## config.mk

```make
export PLATFORM = sky130hd
export DESIGN_NAME = rag_ctrl
export DESIGN_NICKNAME = d
export VERILOG_FILES = /design/src/rag_pkg.sv /design/src/rag_ctrl.sv
export SDC_FILE = /design/constraint.sdc
export NUM_CORES = 1
export LEC_CHECK = 0
export CAP_MARGIN = 10
export CORE_MARGIN = 8
export CORE_UTILIZATION = 67
export DETAILED_ROUTE_END_ITERATION = 10
export DONT_BUFFER_PORTS = 1
export PLACE_DENSITY = 0.91
export SLEW_MARGIN = 10
export SYNTH_ARGS = -nofsm -noshare
export SYNTH_HDL_FRONTEND = slang
export SYNTH_SLANG_ARGS = --single-unit
```

## constraint.sdc

```tcl
create_clock -name i_clk -period 2.8 [get_ports i_clk]
set_input_delay 0.42 -clock i_clk [delete_from_list [all_inputs] [get_ports i_clk]]
set_output_delay 0.42 -clock i_clk [all_outputs]
set_load 0.1 [all_outputs]
```

## src/rag_pkg.sv

```systemverilog
package rag_pkg;

    localparam int unsigned DataWidth = 32;

    typedef enum logic [2:0] {
        K_ADD    = 3'd0,
        K_SUB    = 3'd1,
        K_MUL    = 3'd2,
        K_DIV    = 3'd3,
        K_REDUCE = 3'd4
    } t_kind;

    typedef struct packed {
        logic [2:0]  kind;
        logic signed [31:0] a_num;
        logic signed [31:0] a_den;
        logic signed [31:0] b_num;
        logic signed [31:0] b_den;
    } t_in_beat;

    typedef struct packed {
        logic signed [31:0] res_num;
        logic signed [31:0] res_den;
        logic               error;
    } t_out_beat;

    // datapath operations
    typedef enum logic [3:0] {
        OP_NONE      = 4'd0,
        OP_LOAD      = 4'd1,
        OP_SEL_A     = 4'd2,
        OP_SEL_B     = 4'd3,
        OP_STORE_A   = 4'd4,
        OP_STORE_B   = 4'd5,
        OP_NEG_B     = 4'd6,
        OP_MUL1      = 4'd7,
        OP_MUL2      = 4'd8,
        OP_SEL_R     = 4'd9,
        OP_GCD_START = 4'd10,
        OP_DIV_N     = 4'd11,
        OP_DIV_D     = 4'd12,
        OP_ADD_Q1    = 4'd13,
        OP_ADD_Q2    = 4'd14
    } t_op;

    typedef struct packed {
        t_op  op;
        logic div_start;
    } t_cmd;

    typedef struct packed {
        logic div_busy;
        logic div_done;
        logic y_zero;
        logic d_zero;
        logic g_zero;
        logic q_zero;
    } t_sts;

endpackage

```

## src/rag_ctrl.sv

```systemverilog
module rag_ctrl
    import rag_pkg::*;
(
    input  logic  i_clk,
    input  logic  i_rst_n,
    input  logic  i_valid,
    output logic  o_stall,
    input  logic [2:0] i_kind,
    input  t_sts  i_sts,
    output t_cmd  o_cmd,
    output logic  o_valid,
    input  logic  i_stall,
    output logic  o_error
);

    typedef enum logic [9:0] {
        S_IDLE  = 10'b0000000001,
        S_SEL   = 10'b0000000010,
        S_GCD   = 10'b0000000100,
        S_DIVN  = 10'b0000001000,
        S_DIVD  = 10'b0000010000,
        S_NEXT  = 10'b0000100000,
        S_MUL   = 10'b0001000000,
        S_Q1    = 10'b0010000000,
        S_Q2    = 10'b0100000000,
        S_OUT   = 10'b1000000000
    } t_state;

    // phase: 0 a, 1 b, 2 neg b, 3 result
    t_state r_st, n_st;
    logic [1:0] r_ph, n_ph;
    logic r_run, n_run, r_err, n_err, w_kind_ok;
    logic r_ov, n_ov;
    logic r_pend_sel, n_pend_sel;

    assign w_kind_ok = (i_kind <= 3'(K_DIV));

    always_comb begin
        n_st = r_st; n_ph = r_ph; n_run = 1'b0; n_err = r_err; n_ov = r_ov;
        o_cmd.op = OP_NONE; o_cmd.div_start = 1'b0;
        if (r_ov && !i_stall) n_ov = 1'b0;
        unique case (r_st)
            S_IDLE: if (i_valid) begin
                o_cmd.op = OP_LOAD; n_ph = 2'd0; n_err = 1'b0; n_st = S_SEL;
            end
            S_SEL: begin
                if (r_pend_sel) begin
                    // load the operand of this phase
                    unique case (r_ph)
                        2'd1:    o_cmd.op = OP_SEL_B;
                        2'd2:    o_cmd.op = OP_NEG_B;
                        default: o_cmd.op = OP_SEL_R;
                    endcase
                end else if (i_sts.d_zero) begin
                    n_err = 1'b1; n_st = S_OUT;
                end else begin
                    o_cmd.op = OP_GCD_START; n_st = S_GCD;
                end
            end
            S_GCD: begin
                o_cmd.op = OP_GCD_START;
                if (!i_sts.div_busy && !r_run) begin
                    if (i_sts.y_zero) begin
                        if (i_sts.g_zero) n_st = S_NEXT;
                        else begin o_cmd.op = OP_DIV_N; o_cmd.div_start = 1'b1;
                            n_st = S_DIVN; end
                    end else begin
                        o_cmd.div_start = 1'b1; n_run = 1'b1;
                    end
                end else if (i_sts.div_busy) n_run = 1'b1;
            end
            S_DIVN: begin
                o_cmd.op = OP_DIV_N;
                if (i_sts.div_done) begin
                    o_cmd.op = OP_DIV_N; n_st = S_DIVD;
                end
            end
            S_DIVD: begin
                o_cmd.op = OP_DIV_D;
                if (!i_sts.div_busy && !r_run) begin
                    o_cmd.div_start = 1'b1; n_run = 1'b1;
                end else if (i_sts.div_busy) n_run = 1'b1;
                else if (i_sts.div_done) begin
                    if (i_sts.q_zero) begin n_err = 1'b1; n_st = S_OUT; end
                    else n_st = S_NEXT;
                end
            end
            S_NEXT: begin
                unique case (r_ph)
                    2'd0: begin
                        o_cmd.op = OP_STORE_A;
                        if (w_kind_ok) begin n_ph = 2'd1; n_st = S_SEL; end
                        else n_st = S_MUL;
                    end
                    2'd1: begin
                        o_cmd.op = OP_STORE_B;
                        if (i_kind == 3'(K_SUB)) begin n_ph = 2'd2; n_st = S_SEL; end
                        else n_st = S_MUL;
                    end
                    2'd2: begin o_cmd.op = OP_STORE_B; n_st = S_MUL; end
                    default: begin n_st = S_OUT; end
                endcase
            end
            S_MUL: begin
                o_cmd.op = OP_MUL1; n_ph = 2'd3;
                if (i_kind == 3'(K_ADD) || i_kind == 3'(K_SUB)) n_st = S_Q1;
                else n_st = S_SEL;
            end
            S_Q1: begin
                o_cmd.op = OP_ADD_Q1;
                if (!i_sts.div_busy && !r_run) begin
                    o_cmd.div_start = 1'b1; n_run = 1'b1;
                end else if (i_sts.div_busy) n_run = 1'b1;
                else if (i_sts.div_done) n_st = S_Q2;
            end
            S_Q2: begin
                o_cmd.op = OP_ADD_Q2;
                if (!i_sts.div_busy && !r_run) begin
                    o_cmd.div_start = 1'b1; n_run = 1'b1;
                end else if (i_sts.div_busy) n_run = 1'b1;
                else if (i_sts.div_done) begin
                    o_cmd.op = OP_MUL2; n_st = S_SEL;
                end
            end
            S_OUT: if (!r_ov || !i_stall) begin
                n_ov = 1'b1; n_st = S_IDLE;
            end
            default: n_st = S_IDLE;
        endcase
        // operand load pending on entry to a later reduction
        n_pend_sel = (n_st == S_SEL) && (r_st != S_SEL) && (r_st != S_IDLE);
    end

    always_ff @(posedge i_clk) begin
        if (!i_rst_n) begin
            r_st <= S_IDLE; r_ph <= '0; r_run <= 1'b0; r_err <= 1'b0; r_ov <= 1'b0;
            r_pend_sel <= 1'b0;
        end else begin
            r_st <= n_st; r_ph <= n_ph; r_run <= n_run; r_err <= n_err; r_ov <= n_ov;
            r_pend_sel <= n_pend_sel;
        end
    end

    assign o_stall = (r_st != S_IDLE);
    assign o_valid = r_ov;
    assign o_error = r_err;

endmodule
```

==> results of run 1 <==
## metrics by stage
stage / cells / worst slack (ns) / cell area [um^2]
global placement: 214 / 0.438 / 1480
CTS: 217 / 0.0394 / 1500
global route: 219 / 0.0623 / 1530
detailed placement: 214 / 0.387 / 1480
floorplan: 186 / -0.321 / 1410
finish: 219 / 0.151 / 1530
## synthesized netlist by cell type, types with 2 or more instances
| master | number |
|---|---|
| a211oi_1 | 3 |
| a21boi_0 | 3 |
| a21oi_1 | 14 |
| a31oi_1 | 3 |
| and2_1 | 4 |
| buf_2 | 4 |
| buf_4 | 2 |
| dfxtp_1 | 16 |
| ha_1 | 5 |
| inv_1 | 8 |
| nand2_1 | 18 |
| nand2b_1 | 2 |
| nand3_1 | 7 |
| nand4_1 | 7 |
| nor2_1 | 23 |
| nor2b_1 | 3 |
| nor3_1 | 7 |
| nor3b_1 | 2 |
| nor4_1 | 4 |
| nor4_4 | 2 |
| nor4b_1 | 2 |
| o2111ai_1 | 2 |
| o211a_1 | 2 |
| o21ai_0 | 8 |
| o221a_2 | 2 |
| o22ai_1 | 2 |
| o31ai_1 | 2 |
| or2_1 | 2 |
| xor2_1 | 3 |
## state kept, by name (all words and copies together) (netlist names)
| register | flops |
|---|---|
| r_st | 10 |
| r_ph | 2 |
| o_error | 1 |
| o_valid | 1 |
| r_pend_sel | 1 |
| r_run | 1 |
## worst max-delay path, stage by stage (launching register included)
cell and delay [ns]:
dfxtp_1 0.44, nor4_1 0.51, nand4_1 0.23, and2_1 0.23, o311a_1 0.14, o21ai_2 0.06, buf_4 0.31
## how the worst min path moves through the flow
stage	from	end	slack [ns]	depth (start not counted)
after global placement	i_rst_n	r_st[8]	0.55	1
final	i_rst_n	r_ph[1]	0.26	1
after CTS	i_rst_n	r_st[8]	0.26	1
after global routing	i_rst_n	r_run	0.23	1
after detailed placement	i_rst_n	r_st[8]	0.55	1
after floorplan	i_rst_n	r_st[8]	0.54	1
## cells by family after synthesis
logic type      count (synthesis)  synth area share
xor+xnor                        4            0.0250
mux                             1           0.00714
compound gates                 53             0.275
fa+ha+maj                       5            0.0446
flops                          16             0.229
simple gates                   91             0.362
buf+inv                        16            0.0580
## per-layer routing
layer  wire length [um]  track usage  share of wire  vias up
met4                192        0.146          0.045        0
li1                   -            -              -      712
met5                  0            0              0        -
met1               1620        0.289           0.38      714
met2               1910        0.363           0.45      116
met3                506       0.0473           0.12       20
## repair_timing
| action | CTS | global route |
|---|---|---|
| buffers inserted | 0 | 2 |
| gates resized for setup | 0 | 1 |
| setup endpoints to repair | 0 | 5 |
## cell usage in the layout, fill, tap and decap left out, drive strengths merged, types with 2 or more instances in the layout
cell,netlist,routed
nor2,23,23
nand2,18,18
dfxtp,16,16
a21oi,14,14
buf,7,11
o21ai,9,9
inv,8,8
nand4,7,7
nor3,7,7
nand3,7,7
nor4,6,6
ha,5,5
and2,4,4
a211oi,4,4
nor2b,3,3
xor2,3,3
a31oi,3,3
clkbuf,1,3
a21boi,3,3
nand2b,2,2
o22ai,2,2
o2111ai,2,2
or2,2,2
o221a,2,2
o211a,2,2
nor3b,2,2
o31ai,2,2
nor4b,2,2
and2b,2,2
o32ai,2,2
## power by group
part / internal [mW] / switching (mW)
Clock: 0.0499 / 0.0749
Combinational: 0.0681 / 0.128
Sequential: 0.237 / 0.0215
Total: 0.355 / 0.225
## layout make-up
cell class	instances	share of cell area
Timing Repair Buffer	11	0.0623
Clock buffer	3	0.0148
Multi-Input combinational cell	154	0.671
Inverter	8	0.0197
Sequential cell	16	0.210
Tap cell	27	0.0221
==> run summary, run 1 <==
Clock transition at path regs -> 0.10 ns
I/O Buffers -> 0
synthesized area -> 1400 um^2
Area contributors post-synth -> dfxtp_1 23%, nor2_1 6.2%, a21oi_1 5.0%, nand2_1 4.8%, ha_1 4.5%
initial antenna violation count -> 0
Setup crit start -> r_st[1]
worst slew pin tran -> 0.975 ns
Total GRT Usage -> 0.235
cell taking the most area after synthesis -> dfxtp_1
Post-Syn Nets -> 204
r2r endpoint -> r_pend_sel
path type of the worst min-delay path -> in -> reg
Pwr Density -> 380 nW/um^2
leak pwr -> 0.600 nW
RSZ-0062 raised after global routing -> false
largest net degree at the start of global routing -> 14
Data required, critical path -> 2.38 ns
flip-flop and latch area -> 320 um^2
core area -> 1960 um^2
multi-input logic area -> 1020 um^2
Net count, final -> 212
Final Cycle Share -> 0.946
sequential share of the synthesized area -> 0.229
Crit Path Max Fanout -> 11
Inserted Clock Buffers -> 3
Slew Limit Headroom -> 0.349
Detailed Route Iter0 Violations -> 171
clock skew -> 0.0138 ns
wire per inst -> 19.3 um
Yosys reg bits -> 16
Post-Synthesis Cells -> 186
diodes inserted -> 0
Final Setup Violations -> 0
Overflow after GRT -> 0
Final min period -> 2.65 ns
clk_lat worst skew -> 0.29 ns
Row Count -> 16
CP arrival -> 2.23 ns
DR pass1 iterations -> 5
Worst Setup EP -> o_cmd[3]
Vias/cell -> 7.13
fraction of layout cells with a size suffix above 1 -> 0.151
Max Slew Vio Count -> 0
Mean Syn Cell Area -> 7.53 um^2
Hold Vio Cnt, Final -> 0
clock buffer depth -> 2
via count -> 1,562
DRC -> 0
first-pass GRT wire length -> 6730 um
CP Capture Type -> primary output
Synth top area share -> 0.229
vias in the first global route -> 1,479
Num Clock Sinks -> 16
die height -> 61.7 um
setup tns final -> 0 ns
Initial Util -> 0.714
ys flop type -> dfxtp_1
share of synthesized registers carrying an async set or reset -> 0
Crit Path Category -> reg -> out
VDD IR max -> 0.443 mV
Final Power -> 0.580 mW
WL final -> 4230 um
Yosys cell types -> 53
Die Span X -> 61.7 um
number of flops mapped to enable cells by yosys -> 0
die area -> 3810 um^2
Startpoint Class -> flop
CTS tree -> done
Finished Core Util -> 0.777
Max Cap Viol -> 0
dpl hpwl -> 3240 um
number of synthesis warnings -> 0
CTS Hold Bufs -> 0
R2R setup slack -> 0.62 ns
CTS Root Cell -> clkbuf_4
antenna-violating nets left -> 0
Synth-to-Final Area Change -> 8.84%
RePlAce Congestion -> 1.01
fill count -> 158
I/O Pins -> 21
run status -> completed
Hold Slack -> 0.257 ns
Clock H-tree levels -> 1
Max Fclk -> 378 MHz
reg2reg start -> r_st[1]
Worst Reg-to-Reg Cells -> 5
Power figures use the tool's default switching activity.
==> run 2, diff against run 1 <==
- ABC_AREA: default -> 1
- CORE_UTILIZATION: 67 -> 68
- PLACE_DENSITY: 0.91 -> 0.92
==> run 2 against run 1 <==
Sequential cell count stayed put. Routed wire length is 6.8% lower. Cell count is 27% higher. Power is 6.3% higher. Combinational power is 4% higher. Global-route usage is 1.1 points lower.
==> run summary, run 2 <==
run status -> completed
clock buffer depth -> 2
CTS Root Cell -> clkbuf_4
crit-path cells -> nor2_4 > nand2_2 > nor2_2 > nand2_1 > nand3_1 > nor2_1 > nor3_4 > buf_4
Sequential Power Share -> 0.401
CTS Hold Bufs -> 0
reg2reg start -> r_st[8]
PostCTS Resize Cnt -> 0
Slowest Stage Delay on Critical Path -> 0.36 ns
cell family with most CP delay -> simple AND/OR/NAND/NOR gates
vias in the first global route -> 1,489
sequential share of the synthesized area -> 0.223
WP depth -> 8
Max Cap Viol -> 0
ys flop type -> dfxtp_1
Hold Vio Cnt, Final -> 0
largest net degree at the start of global routing -> 10
Final Cycle Share -> 0.892
Clk pwr share -> 0.268
Clock H-tree levels -> 1
Hold Slack -> 0.244 ns
Logic pwr share -> 0.331
Detailed Route Iter0 Violations -> 134
Max Slew Vio Count -> 0
Non-Filler Instances -> 278
Synth top area share -> 0.223
DRC -> 0
Crit Path Max Fanout -> 6
Startpoint Class -> flop
Post-Synthesis Cells -> 240
fill count -> 154
Data required, critical path -> 2.38 ns
I/O Pins -> 21
clock skew -> 0.00201 ns
Area contributors post-synth -> dfxtp_1 22%, nand2_1 13%, inv_1 10%, nor2_1 10%, nand3_1 6.3%
Die Span X -> 61.9 um
share of synthesized registers carrying an async set or reset -> 0
RSZ-0062 raised after global routing -> false
antenna-violating nets left -> 0
Final min period -> 2.50 ns
Crit-path slowest cell -> dfxtp_1
initial antenna violation count -> 0
CP Buf/Inv Count -> 1
Initial Util -> 0.724
number of flops mapped to enable cells by yosys -> 0
PnR worst setup slack -> 0.302 ns
CP arrival -> 2.08 ns
Mean Syn Cell Area -> 5.98 um^2
hold path start -> i_rst_n
Max Fclk -> 400 MHz
Net count, final -> 270
placed instance area -> 1560 um^2
first-pass GRT wire length -> 6400 um
Vias/cell -> 5.64
Final Setup Violations -> 0
worst slew pin tran -> 0.969 ns
DR pass1 iterations -> 5
fraction of layout cells with a size suffix above 1 -> 0.159
Row Count -> 16
clk_lat worst skew -> 0.31 ns
number of synthesis warnings -> 0
die height -> 61.9 um
cell taking the most area after synthesis -> dfxtp_1
via count -> 1,568
Clock transition at path regs -> 0.10 ns
Placement Setup Slack -> 0.699 ns
Total GRT Usage -> 0.224
RePlAce Congestion -> 0.987
Worst Reg-to-Reg Cells -> 9
Overflow after GRT -> 0
switching portion of total power -> 0.392
Yosys cell types -> 26
CTS tree -> done
commonest non-fill, non-tap cell in the layout -> nand2_1
P_int -> 0.375 mW
diodes inserted -> 0
WL final -> 3940 um
VDD IR max -> 0.330 mV
synthesized area -> 1440 um^2
most frequent cell after synthesis -> nand2_1
Post-Syn Nets -> 258
Largest Register -> r_st
number of setup buffers added after CTS -> 0
Hold Path Cell Cnt -> 2
Regs by FF count -> r_st x10, r_ph x2
Synth-to-Final Area Change -> 11.5%
setup tns final -> 0 ns
core area -> 1980 um^2
worst hold endpoint -> r_ph[0]
dpl hpwl -> 3150 um
Yosys reg bits -> 16
Num Clock Sinks -> 16
Slew Limit Headroom -> 0.353
fin area -> 1600 um^2
leak pwr -> 0.810 nW
R2R setup slack -> 1.02 ns
r2r endpoint -> r_ph[1]
dpl cells -> 274
CP Capture Type -> primary output
sw power -> 0.242 mW
Pwr Density -> 385 nW/um^2
commonest non-fill, non-tap cells in the layout -> 51 x nand2_1, 40 x inv_1, 39 x nor2_1
commonest cells in the netlist -> 51 x nand2_1, 40 x inv_1, 39 x nor2_1, 18 x nand3_1, 16 x dfxtp_1
Crit Path Category -> reg -> out
max reg flops -> 10
die area -> 3840 um^2
Inserted Clock Buffers -> 3
path type of the worst min-delay path -> in -> reg
wire per inst -> 14.2 um
I/O Buffers -> 0
[run 2: metal layers]
| layer | vias up | track usage | routed length [um] |
|---|---|---|---|
| met4 | 0 | 0.130 | 142 |
| met5 | - | 0 | 0 |
| met2 | 87 | 0.372 | 1840 |
| li1 | 789 | - | - |
| met1 | 673 | 0.250 | 1570 |
| met3 | 19 | 0.0597 | 387 |
[run 2: logic make-up (layout without fill, tap and decap cells)]
kind of cell / after synthesis / in the layout / synth area share
adders and majority gates: 5 / 5 / 0.0436
buffers and inverters: 43 / 54 / 0.112
and+or+nand+nor: 139 / 139 / 0.470
DFF: 16 / 16 / 0.223
AOI/OAI and AO/OA: 37 / 37 / 0.151
[run 2: power by group through the flow]
stage               Clock [mW]  Sequential (mW)  Combinational [mW]
finish                   0.165            0.247               0.204
global placement             0            0.252               0.197
detailed placement           0            0.252               0.200
CTS                      0.165            0.247               0.202
global route             0.175            0.248               0.221
floorplan                    0            0.250               0.156
[run 2: how the worst max path moves through the flow]
| stage | from | endpoint |
|---|---|---|
| 2_1_floorplan | r_st[8] | o_cmd[0] |
| 3_3_place_gp | r_st[8] | o_cmd[0] |
| 3_5_place_dp | r_st[0] | o_cmd[0] |
| 4_1_cts | r_st[8] | o_cmd[0] |
| 5_1_grt | r_st[0] | o_cmd[0] |
| 6_report | r_st[8] | o_cmd[0] |
[run 2: worst reg2reg max path, cell delays in order, from the launching register on]
cell	delay (ns)
dfxtp_1	0.36
nor2_4	0.22
nand2_4	0.12
nor2_8	0.16
nand2_1	0.10
buf_4	0.25
nand3_1	0.11
nand3_1	0.12
o21ai_0	0.18
a21oi_1	0.05
[run 2: per-stage QoR]
stage | total power [mW] | util
CTS | 0.614 | 0.807
finish | 0.616 | 0.807
detailed placement | 0.452 | 0.789
global route | 0.644 | 0.807
floorplan | 0.407 | -
global placement | 0.449 | 0.789
[run 2: area by class of cell]
class                   instances  area [um^2]  area share
multi-input cells             181          983       0.615
well taps                      27         33.8      0.0211
repair buffers                  7         65.1      0.0407
flip-flops and latches         16          320       0.200
clock buffers                   4         36.3      0.0227
inverters                      43          161       0.101
==> run 3, diff against run 2 <==
- CORE_UTILIZATION: 68 -> 57
- PLACE_DENSITY: 0.92 -> 0.83
- clock period: 2.8 -> 2.2 ns (I/O delays scaled with it)
==> run 3 against run 2 <==
The flow now finishes with violations (setup timing). Via count rose by 6.8%. First-iteration DRC count rose by 40%. Count of clock-buffer cells in the layout did not move. Die area rose by 14%. Worst setup slack got worse by 0.34 ns. Global-route usage fell by 2.5 points. Cell count rose by 5.4%. Utilization fell by 5.1 points. Power rose by 33%. Sequential power rose by 27%. Clock power rose by 30%. Sequential share of layout area fell by 1.9 points.
==> run summary, run 3 (synthesis gave the netlist of run 2 again) <==
Row Count -> 18
run status -> finished with violations
setup tns final -> -0.0433 ns
CTS tree -> done
PnR worst setup slack -> -0.0355 ns
clock skew -> 0.00887 ns
failing checks -> setup timing
WL final -> 4650 um
RSZ-0062 raised after global routing -> true
Overflow after GRT -> 0
I/O Buffers -> 0
Clock H-tree levels -> 1
largest net degree at the start of global routing -> 10
Hold Slack -> 0.156 ns
Vias/cell -> 5.71
Setup crit start -> r_st[8]
hold path start -> i_rst_n
cell family with most CP delay -> simple AND/OR/NAND/NOR gates
Regs by FF count -> r_st x10, r_ph x2
VDD IR max -> 0.431 mV
Largest Register -> r_st
DRC -> 0
dpl cells -> 279
I/O Pins -> 21
commonest non-fill, non-tap cell in the layout -> nand2_1
vias in the first global route -> 1,487
Detailed Route Iter0 Violations -> 188
Inserted Clock Buffers -> 3
diodes inserted -> 0
CP Capture Type -> primary output
clock buffer depth -> 2
Initial Util -> 0.590
placed instance area -> 1650 um^2
path type of the worst min-delay path -> in -> reg
initial antenna violation count -> 0
clk_lat worst skew -> 0.31 ns
leak pwr -> 0.889 nW
antenna-violating nets left -> 0
Total GRT Usage -> 0.199
Final min period -> 2.24 ns
Max Fclk -> 447 MHz
Final Setup Violations -> 2
Num Clock Sinks -> 16
crit-path cells -> nor2_4 > nand2_2 > nor2_4 > nand2_2 > inv_2 > nand2_1 > o211a_1 > o2111ai_2 > buf_12
via count -> 1,674
worst slew pin tran -> 0.498 ns
CP arrival -> 1.91 ns
Startpoint Class -> flop
Slew Limit Headroom -> 0.666
Synth-to-Final Area Change -> 28.2%
Max Slew Vio Count -> 0
reg2reg start -> r_st[3]
CTS Root Cell -> clkbuf_4
RePlAce Congestion -> 0.984
DR pass1 iterations -> 5
Hold Vio Cnt, Final -> 0
dpl hpwl -> 3360 um
fin area -> 1840 um^2
max reg flops -> 10
Data required, critical path -> 1.87 ns
Non-Filler Instances -> 293
Net count, final -> 282
die height -> 66.2 um
die area -> 4380 um^2
fraction of layout cells with a size suffix above 1 -> 0.266
Die Span X -> 66.2 um
commonest non-fill, non-tap cells in the layout -> 46 x nand2_1, 39 x inv_1, 36 x nor2_1
Crit Path Category -> reg -> out
Crit Path Max Fanout -> 6
Slowest Stage Delay on Critical Path -> 0.36 ns
Final Power -> 0.822 mW
CP Buf/Inv Count -> 2
Crit-path slowest cell -> dfxtp_2
Clock transition at path regs -> 0.11 ns
first-pass GRT wire length -> 6820 um
Final Cycle Share -> 1.02
Pwr Density -> 447 nW/um^2
Max Cap Viol -> 0
core area -> 2430 um^2
R2R setup slack -> 0.38 ns
wire per inst -> 15.9 um
run 3: cell types whose count changed in the layout (fill, tap and decap cells not counted), sizes merged:
cell / before / now
buf: 7 / 19
run 3: worst reg2reg max path, delay by kind of cell, from the launching register on:
family          cells  cell delay, ns
compound gates      1            0.43
buf+inv             1            0.17
flops               1            0.43
simple gates        5            0.71
run 3: timing repair:
action                     4_1_cts  5_1_grt
gates cloned                     0        0
setup endpoints to repair        4        5
pin swaps                        4        9
hold endpoints to repair         0        0
setup buffers                    4        6
resized for setup                8       18
hold buffers                     0        0
run 3: final timing paths:
check,endpoint,cells past startpoint
max,o_cmd[1],9
min,r_ph[1],2
max reg2reg,r_st[4],7
min reg2reg,o_valid,2
run 3: power breakdown:
part	internal [mW]	switching, mW	total, mW
Clock	0.101	0.113	0.214
Combinational	0.0905	0.204	0.295
Sequential	0.299	0.0134	0.313
run 3: per-layer routing:
metal | wire length (um) | track usage | share of wire
met2 | 2130 | 0.323 | 0.46
met3 | 491 | 0.0407 | 0.11
met1 | 1850 | 0.251 | 0.40
met5 | 0 | 0 | 0
met4 | 182 | 0.0720 | 0.039
run 3: per-stage QoR:
| step | util | setup slack [ns] |
|---|---|---|
| global placement | 0.677 | 0.279 |
| global route | 0.756 | -0.0738 |
| finish | 0.756 | -0.0355 |
| detailed placement | 0.677 | 0.230 |
| floorplan | - | -0.364 |
| CTS | 0.713 | 0.00638 |
run 3: final cells by class:
type / count / area [um^2]
multi-input combinational: 181 / 1070
fill: 200 / 593
clock buffer: 4 / 36.3
inverter: 43 / 161
tap: 30 / 37.5
sequential: 16 / 333
timing repair buffer: 19 / 205
